## src/sv/byte_ring_deque_core_defines.svh

```systemverilog
// Assertion macros shared by the byte ring deque RTL.
// Depends on nothing; included by the files that check their own logic.
`ifndef BYTE_RING_DEQUE_CORE_DEFINES_SVH
`define BYTE_RING_DEQUE_CORE_DEFINES_SVH
`ifndef SYNTHESIS
`define BRD_ASSERT(lbl, clk, rst_n, prop) \
  lbl: assert property (@(posedge clk) disable iff (!rst_n) prop) \
    else $error("byte ring deque check failed");
`define BRD_ASSERT_ALWAYS(lbl, clk, prop) \
  lbl: assert property (@(posedge clk) prop) \
    else $error("byte ring deque check failed");
`else
`define BRD_ASSERT(lbl, clk, rst_n, prop)
`define BRD_ASSERT_ALWAYS(lbl, clk, prop)
`endif
`endif

```

## src/sv/brd_pkg.sv

```systemverilog
// Shared types and constants of the byte ring deque.
// Depends on nothing; used by the controller, the datapath and the top level.
package brd_pkg;

  localparam int REQ_W    = 3;
  localparam int DATA_W   = 8;
  localparam int CAP_W    = 9;
  localparam int FILL_W   = 9;
  localparam int APB_DW   = 32;
  localparam int APB_AW   = 3;

  localparam logic [REQ_W-1:0] REQ_PUT_TAIL  = 3'd0;
  localparam logic [REQ_W-1:0] REQ_PUT_FRONT = 3'd1;
  localparam logic [REQ_W-1:0] REQ_POP       = 3'd2;
  localparam logic [REQ_W-1:0] REQ_PEEK      = 3'd3;
  localparam logic [REQ_W-1:0] REQ_FLUSH     = 3'd4;

  localparam logic [0:0]       REG_CAPACITY  = 1'b0;
  localparam logic [CAP_W-1:0] CAP_RESET     = 9'd256;

  typedef struct packed {
    logic load;
    logic exec;
  } ctrl_cmd_t;

endpackage

```

## src/sv/brd_ctrl.sv

```systemverilog
// Sequencing state machine of the byte ring deque.
// Depends on brd_pkg and the assertion macros; drives the datapath commands.
`include "byte_ring_deque_core_defines.svh"
module brd_ctrl (
  input  logic               clk,
  input  logic               rst_n,
  input  logic               in_valid,
  output logic               in_ready,
  output logic               out_valid,
  input  logic               out_ready,
  output brd_pkg::ctrl_cmd_t cmd
);

  typedef enum logic [2:0] {
    S_IDLE = 3'b001,
    S_EXEC = 3'b010,
    S_OUT  = 3'b100
  } state_t;

  state_t state_r, state_nxt;

  assign in_ready  = (state_r == S_IDLE) || ((state_r == S_OUT) && out_ready);
  assign out_valid = (state_r == S_OUT);
  assign cmd.load  = in_valid && in_ready;
  assign cmd.exec  = (state_r == S_EXEC);

  always_comb begin
    state_nxt = state_r;
    unique case (state_r)
      S_IDLE: begin
        if (in_valid) state_nxt = S_EXEC;
      end
      S_EXEC: begin
        state_nxt = S_OUT;
      end
      S_OUT: begin
        if (out_ready) state_nxt = in_valid ? S_EXEC : S_IDLE;
      end
      default: begin
        state_nxt = S_IDLE;
      end
    endcase
  end

  always_ff @(posedge clk) begin
    if (!rst_n) begin
      state_r <= S_IDLE;
    end else begin
      state_r <= state_nxt;
    end
  end

  `BRD_ASSERT(a_accept_exec, clk, rst_n, (in_valid && in_ready) |=> (state_r == S_EXEC))
  `BRD_ASSERT(a_result_follows, clk, rst_n, $rose(out_valid) |-> $past(cmd.exec))
endmodule

```

## src/sv/brd_dp.sv

```systemverilog
// Datapath of the byte ring deque: slot store, indices, count, capacity register.
// Depends on brd_pkg and the assertion macros; steered by brd_ctrl commands.
`include "byte_ring_deque_core_defines.svh"
module brd_dp #(
  parameter int DEPTH = 256
) (
  input  logic                         clk,
  input  logic                         rst_n,
  input  brd_pkg::ctrl_cmd_t           cmd,
  input  logic [brd_pkg::REQ_W-1:0]    req_type,
  input  logic [brd_pkg::DATA_W-1:0]   data_byte,
  input  logic                         cfg_wr,
  input  logic [brd_pkg::CAP_W-1:0]    cfg_wdata,
  output logic [brd_pkg::CAP_W-1:0]    cap_value,
  output logic                         ok,
  output logic [brd_pkg::DATA_W-1:0]   data_out,
  output logic [brd_pkg::FILL_W-1:0]   fill_count
);

  localparam int IW  = (DEPTH > 1) ? $clog2(DEPTH) : 1;
  localparam int CNW = $clog2(DEPTH + 1);
  localparam int CW  = (CNW > brd_pkg::CAP_W) ? CNW : brd_pkg::CAP_W;
  localparam logic [CW-1:0] DEPTH_C = CW'(DEPTH);

  logic [brd_pkg::DATA_W-1:0] mem [DEPTH];

  logic [brd_pkg::REQ_W-1:0]  req_r;
  logic [brd_pkg::DATA_W-1:0] byte_r;
  logic [brd_pkg::CAP_W-1:0]  cap_r;
  logic [IW-1:0]              head_r, head_nxt;
  logic [IW-1:0]              tail_r, tail_nxt;
  logic [CNW-1:0]             cnt_r, cnt_nxt;
  logic                       ok_r, ok_nxt;
  logic                       hit_r, hit_nxt;
  logic [brd_pkg::FILL_W-1:0] fill_r;
  logic [brd_pkg::DATA_W-1:0] rd_data_r;

  logic [CW-1:0] cap_raw, cap_eff, cap_m1, head_ext, tail_ext, cnt_ext, cnt_nxt_ext;
  logic [IW-1:0] head_inc, head_dec, tail_inc, waddr;
  logic          not_full, not_empty, we;

  assign cap_raw  = CW'(cap_r);
  assign head_ext = CW'(head_r);
  assign tail_ext = CW'(tail_r);
  assign cnt_ext  = CW'(cnt_r);

  always_comb begin
    priority if (cap_raw == '0) begin
      cap_eff = CW'(1);
    end else if (cap_raw > DEPTH_C) begin
      cap_eff = DEPTH_C;
    end else begin
      cap_eff = cap_raw;
    end
  end

  assign cap_m1    = cap_eff - CW'(1);
  assign not_full  = cnt_ext < cap_eff;
  assign not_empty = (cnt_r != '0);
  assign tail_inc  = ((tail_ext + CW'(1)) >= cap_eff) ? '0 : tail_r + IW'(1);
  assign head_inc  = ((head_ext + CW'(1)) >= cap_eff) ? '0 : head_r + IW'(1);
  assign head_dec  = (head_r == '0) ? cap_m1[IW-1:0] : head_r - IW'(1);

  always_comb begin
    head_nxt = head_r;
    tail_nxt = tail_r;
    cnt_nxt  = cnt_r;
    ok_nxt   = 1'b0;
    hit_nxt  = 1'b0;
    we       = 1'b0;
    waddr    = tail_r;
    unique case (req_r)
      brd_pkg::REQ_PUT_TAIL: begin
        if (not_full) begin
          we       = 1'b1;
          tail_nxt = tail_inc;
          cnt_nxt  = cnt_r + CNW'(1);
          ok_nxt   = 1'b1;
        end
      end
      brd_pkg::REQ_PUT_FRONT: begin
        if (not_full) begin
          we       = 1'b1;
          waddr    = head_dec;
          head_nxt = head_dec;
          cnt_nxt  = cnt_r + CNW'(1);
          ok_nxt   = 1'b1;
        end
      end
      brd_pkg::REQ_POP: begin
        if (not_empty) begin
          head_nxt = head_inc;
          cnt_nxt  = cnt_r - CNW'(1);
          ok_nxt   = 1'b1;
          hit_nxt  = 1'b1;
        end
      end
      brd_pkg::REQ_PEEK: begin
        if (not_empty) begin
          ok_nxt  = 1'b1;
          hit_nxt = 1'b1;
        end
      end
      brd_pkg::REQ_FLUSH: begin
        tail_nxt = head_r;
        cnt_nxt  = '0;
        ok_nxt   = 1'b1;
      end
      default: begin
      end
    endcase
  end

  assign cnt_nxt_ext = CW'(cnt_nxt);

  always_ff @(posedge clk) begin
    if (!rst_n) begin
      cap_r  <= brd_pkg::CAP_RESET;
      head_r <= '0;
      tail_r <= '0;
      cnt_r  <= '0;
    end else if (cfg_wr) begin
      cap_r  <= cfg_wdata;
      head_r <= '0;
      tail_r <= '0;
      cnt_r  <= '0;
    end else if (cmd.exec) begin
      head_r <= head_nxt;
      tail_r <= tail_nxt;
      cnt_r  <= cnt_nxt;
    end
  end

  always_ff @(posedge clk) begin
    if (cmd.load) begin
      req_r  <= req_type;
      byte_r <= data_byte;
    end
    if (cmd.exec) begin
      ok_r   <= ok_nxt;
      hit_r  <= hit_nxt;
      fill_r <= cnt_nxt_ext[brd_pkg::FILL_W-1:0];
    end
  end

  always_ff @(posedge clk) begin
    if (cmd.exec && we) begin
      mem[waddr] <= byte_r;
    end
    if (cmd.exec) begin
      rd_data_r <= mem[head_r];
    end
  end

  assign cap_value  = cap_r;
  assign ok         = ok_r;
  assign data_out   = hit_r ? rd_data_r : '0;
  assign fill_count = fill_r;

  `BRD_ASSERT(a_cnt_in_cap, clk, rst_n, cnt_ext <= cap_eff)
  `BRD_ASSERT(a_idx_in_cap, clk, rst_n, (head_ext < cap_eff) && (tail_ext < cap_eff))
  `BRD_ASSERT(a_ring_meet, clk, rst_n, ((cnt_r == '0) || (cnt_ext == cap_eff)) |-> (head_r == tail_r))
endmodule

```

## src/sv/byte_ring_deque_core.sv

```systemverilog
// Byte ring deque: an accepted request is executed in the execute state, and its
// result is then held in the output state until it is taken. A new request is
// taken in the cycle its predecessor's result is taken, so requests do not overlap;
// the slot store has a registered read port, read in the execute state. Reset is
// synchronous, active low: it empties the queue and sets the capacity to 256; the slot store is not cleared.
module byte_ring_deque_core #(
  parameter int DEPTH = 256
) (
  input  logic                         clk,
  input  logic                         rst_n,
  input  logic                         in_valid,
  output logic                         in_ready,
  input  logic [brd_pkg::REQ_W-1:0]    in_req_type,
  input  logic [brd_pkg::DATA_W-1:0]   in_data_byte,
  output logic                         out_valid,
  input  logic                         out_ready,
  output logic                         out_ok,
  output logic [brd_pkg::DATA_W-1:0]   out_data_out,
  output logic [brd_pkg::FILL_W-1:0]   out_fill_count,
  input  logic                         psel,
  input  logic                         penable,
  input  logic                         pwrite,
  input  logic [brd_pkg::APB_AW-1:0]   paddr,
  input  logic [brd_pkg::APB_DW-1:0]   pwdata,
  output logic [brd_pkg::APB_DW-1:0]   prdata,
  output logic                         pready
);

  brd_pkg::ctrl_cmd_t            cmd;
  logic                          cfg_wr;
  logic [brd_pkg::CAP_W-1:0]     cap_value;

  assign pready = 1'b1;
  assign cfg_wr = psel && penable && pwrite && pready && (paddr[2] == brd_pkg::REG_CAPACITY);
  assign prdata = (paddr[2] == brd_pkg::REG_CAPACITY) ?
                  brd_pkg::APB_DW'(cap_value) : '0;

  brd_ctrl u_ctrl (
    .clk       (clk),
    .rst_n     (rst_n),
    .in_valid  (in_valid),
    .in_ready  (in_ready),
    .out_valid (out_valid),
    .out_ready (out_ready),
    .cmd       (cmd)
  );

  brd_dp #(
    .DEPTH (DEPTH)
  ) u_dp (
    .clk        (clk),
    .rst_n      (rst_n),
    .cmd        (cmd),
    .req_type   (in_req_type),
    .data_byte  (in_data_byte),
    .cfg_wr     (cfg_wr),
    .cfg_wdata  (pwdata[brd_pkg::CAP_W-1:0]),
    .cap_value  (cap_value),
    .ok         (out_ok),
    .data_out   (out_data_out),
    .fill_count (out_fill_count)
  );

endmodule
```

## config.mk

```make
export PLATFORM = sky130hd
export DESIGN_NAME = byte_ring_deque_core
export DESIGN_NICKNAME = d
export VERILOG_FILES = /design/src/sv/brd_pkg.sv /design/src/sv/brd_ctrl.sv /design/src/sv/brd_dp.sv /design/src/sv/byte_ring_deque_core.sv
export VERILOG_INCLUDE_DIRS = /design/src /design/src/sv
export SDC_FILE = /design/constraint.sdc
export NUM_CORES = 2
export LEC_CHECK = 0
export ABC_AREA = 1
export BUFFER_PORTS_ARGS = -buffer_cell sky130_fd_sc_hd__buf_2
export CAP_MARGIN = 20
export CORE_UTILIZATION = 60
export DETAILED_ROUTE_END_ITERATION = 10
export PLACE_DENSITY_LB_ADDON = 0.05
export REMOVE_ABC_BUFFERS = 1
export SETUP_SLACK_MARGIN = 0.02
export SYNTH_ARGS = -nofsm -noshare
export SYNTH_HDL_FRONTEND = slang
export SYNTH_SLANG_ARGS = --single-unit
export TNS_END_PERCENT = 1
```

## constraint.sdc

```tcl
create_clock -name clk -period 4.7 [get_ports clk]
set_clock_uncertainty 0.1 [all_clocks]
set_input_delay 0.47 -clock clk [delete_from_list [all_inputs] [get_ports clk]]
set_output_delay 0.47 -clock clk [all_outputs]
set_load 0.05 [all_outputs]
```

==> run summary <==
Residual DRC - 0
Critical Path Source - u_dp.cap_value[3]
Pwr Density - 390 nW/µm²
Main area contributors after synthesis - edfxtp_1 72%, nor2_1 7.3%, o21ai_0 6.2%, nand2_1 3.0%, o211ai_1 1.8%
Synth warn - 0
NumNets Final - 7457
PortBufs - 56
Critical path endpoint category - flop
Async SR Flop Fraction - 0
Number of synthesized flops with an enable pin - 2078
Hold Crit Class - input pin to flop
Area Growth Syn to Fin - 12.4%
Clk buf depth - 3
Syn_area_per_cell - 12.0 µm²
Netlist Area Pre-Place - 86300 µm²
Die Ht - 381 µm
Slew Limit Headroom - 0.218
Num CTS Buffers - 206
Post-CTS setup buffer count - 0
Net Sw Frac - 0.211
Total Power - 37.8 mW
Max Fclk - 0.222 GHz
Final Critical Period - 4.51 ns
Required time worst endpoint - 5.05 ns
Storage cell area - 63200 µm²
Combinational power share - 0.035
Post-detailed-route via-to-cell ratio - 6.13
Total track usage - 0.318
Dominant cell type by area after synthesis - edfxtp_1
CTS clk-pin slew, worst paths - 0.06 ns
Endpoints failing hold - 0
Std-Cell Rows - 138
Global-route wire length before repair - 344 mm
Post-DP HPWL - 131 mm
Die X - 381 µm
Initial antenna violation count - 3
FILL cells - 10200
1st-iter DRT viols - 7697
Footprint of the multi-input gates - 20800 µm²
Avg WL per Cell - 24.7 µm
Clock Latency Late Sink - 0.85 ns
Top_reg_cell synth - edfxtp_1
Worst-margin pin slew - 1.17 ns
Worst r2r src - u_dp.cap_value[3]
Via count - 57800
DR top layer - met4
Commonest cells after routing, fill and taps aside - 2078 x edfxtp_1, 1678 x nor2_1, 1069 x o21ai_0
CTS tree - yes
Routed WL - 233 mm
RSZ-0062 raised after global routing - yes
Tcrit/Tclk final - 0.960
Pin count of the biggest net entering global routing - 211
Setup Crit Path Kind - flop to flop
Routability cong. - 0.949
IR drop worst, VDD - 0.357 mV
Layout cell share with drive strength beyond 1 - 0.104
Max Cap Viol - 0
Synth top area share - 0.723
CTS Sinks - 2115
Core Footprint - 142000 µm²
Gr ovfl total - 0
Gate Count Post-Synth - 7177
Vias in the first global route - 54400
Int Power - 29.8 mW
Final setup viols - 0
Status - complete, no violations
Psw - 8.00 mW
Commonest non-fill, non-tap cell in the layout - edfxtp_1
Routed wl met3 - 21.5 mm
Startpoint types - flop
Fin. max-slew vios - 0
Power share of the clock group - 0.413
Worst Path Max Fanout - 12
Register share of total power - 0.552
Initial core utilization - 0.607
IO Pins - 106
Synthesized flop and latch total - 2115
Setup TNS - 0 ns
DRT met1 WL - 95.0 mm
Hold Startpoint - penable
CTS H-tree lvls - 4
Data arrival, critical path - 4.86 ns
Final antenna-violating net count - 0
CTS root buf - clkbuf_16
Static Leakage - 33.1 nW
Pre-antenna DRT Iters - 6
Die area - 145000 µm²
Seq/Total Area, Yosys - 0.731
Met2 wire length - 109 mm
Yosys cell types - 40
[power by group through the flow]
stage                     combinational (mW)  sequential [mW]  clock (mW)
after global placement                  1.26             21.3           0
after global routing                    1.40             20.9        16.5
final                                   1.31             20.9        15.6
after detailed placement                1.28             21.3           0
after floorplan                        0.507             21.6           0
after CTS                               1.30             20.9        15.8
[synth_stat cells, types with 18 or more instances]
cell type,count
dfxtp_1,37
o221ai_1,47
nand2_2,19
edfxtp_1,2078
ha_1,32
inv_1,120
o22ai_1,232
o211ai_1,210
xor2_1,18
nand2_1,688
buf_2,48
clkbuf_1,381
nor3_1,23
o21ai_0,1069
a21oi_1,85
buf_4,25
buf_1,47
nor2_1,1681
nand3_1,270
[stage by stage]
stage,hold slack (ns),util,area [µm²],std cells,worst slack [ns]
final,0.236,0.683,97000,9430,0.188
after global routing,0.252,0.683,97000,9429,0.00600
after CTS,0.188,0.683,97000,9429,0.169
after detailed placement,0.406,0.636,90400,9027,0.195
after global placement,0.390,0.636,90400,9026,0.154
after floorplan,0.357,-,84400,6698,-48.39
[repair_timing]
| action | 4_1_cts | 5_1_grt |
|---|---|---|
| hold buffers | 27 | 0 |
| gates resized for setup | 0 | 1 |
| hold endpoints to repair | 23 | 0 |
| endpoints found under the setup margin | 0 | 133 |
[cell families after synthesis]
kind of cell / Yosys count / synth area share
simple gates: 2713 / 0.124
fa+ha+maj: 32 / 0.00464
xor+xnor: 19 / 0.00193
other cells: 2 / 0.0000870
compound gates: 1668 / 0.109
buf+inv: 627 / 0.0290
mux: 1 / 0.000116
flops: 2115 / 0.731
[layout make-up]
class,instances,share of cell area
Sequential cell,2115,0.651
Inverter,126,0.00508
Clock buffer,264,0.0566
Timing Repair Buffer,466,0.0397
Tap cell,1890,0.0244
Antenna cell,1,0.0000258
Clock inverter,111,0.00872
Multi-Input combinational cell,4457,0.215
[registers in the layout, indices dropped and copies added, names as in the netlist]
| register | flops |
|---|---|
| u_dp.fill_count | 9 |
| u_dp.cap_value | 9 |
| u_dp.rd_data_r | 8 |
| u_dp.head_r | 8 |
| u_dp.mem | 2048 |
| u_ctrl.state_r | 3 |
| u_dp.tail_r | 8 |
| u_dp.hit_r | 1 |
| u_dp.ok | 1 |
| u_dp.cnt_ext | 9 |
| u_dp.req_r | 3 |
| u_dp.byte_r | 8 |
[worst max-delay path, stage by stage, from the launching register on]
cell and delay [ns]:
dfxtp_1 0.34, nor2_1 0.11, nand2_1 0.09, o21ai_0 0.35
nand2_1 0.23, ha_1 0.34, nand2_1 0.06, o21ai_0 0.10
nor2_1 0.19, nand4_1 0.31, buf_4 0.29, nand2_1 0.06
nand2_1 0.09, nor2_2 0.39, nand2_2 0.28, nor2_1 0.79
[metal layers]
layer  global-route usage  up-vias
met5                    0        -
met4                0.113        0
met3               0.0606      416
met2                0.491     2779
met1                0.456    28400
li1                     -    26200
[worst paths after layout]
check                       to  slack [ns]  depth (start not counted)
max           u_dp.mem[143][1]        0.19                         15
min          u_dp.cap_value[2]        0.24                          4
max reg2reg   u_dp.mem[143][1]        0.19                         15
min reg2reg  u_dp.cap_value[1]        0.41                          2
Note: power is estimated with default switching activity, not from simulation.
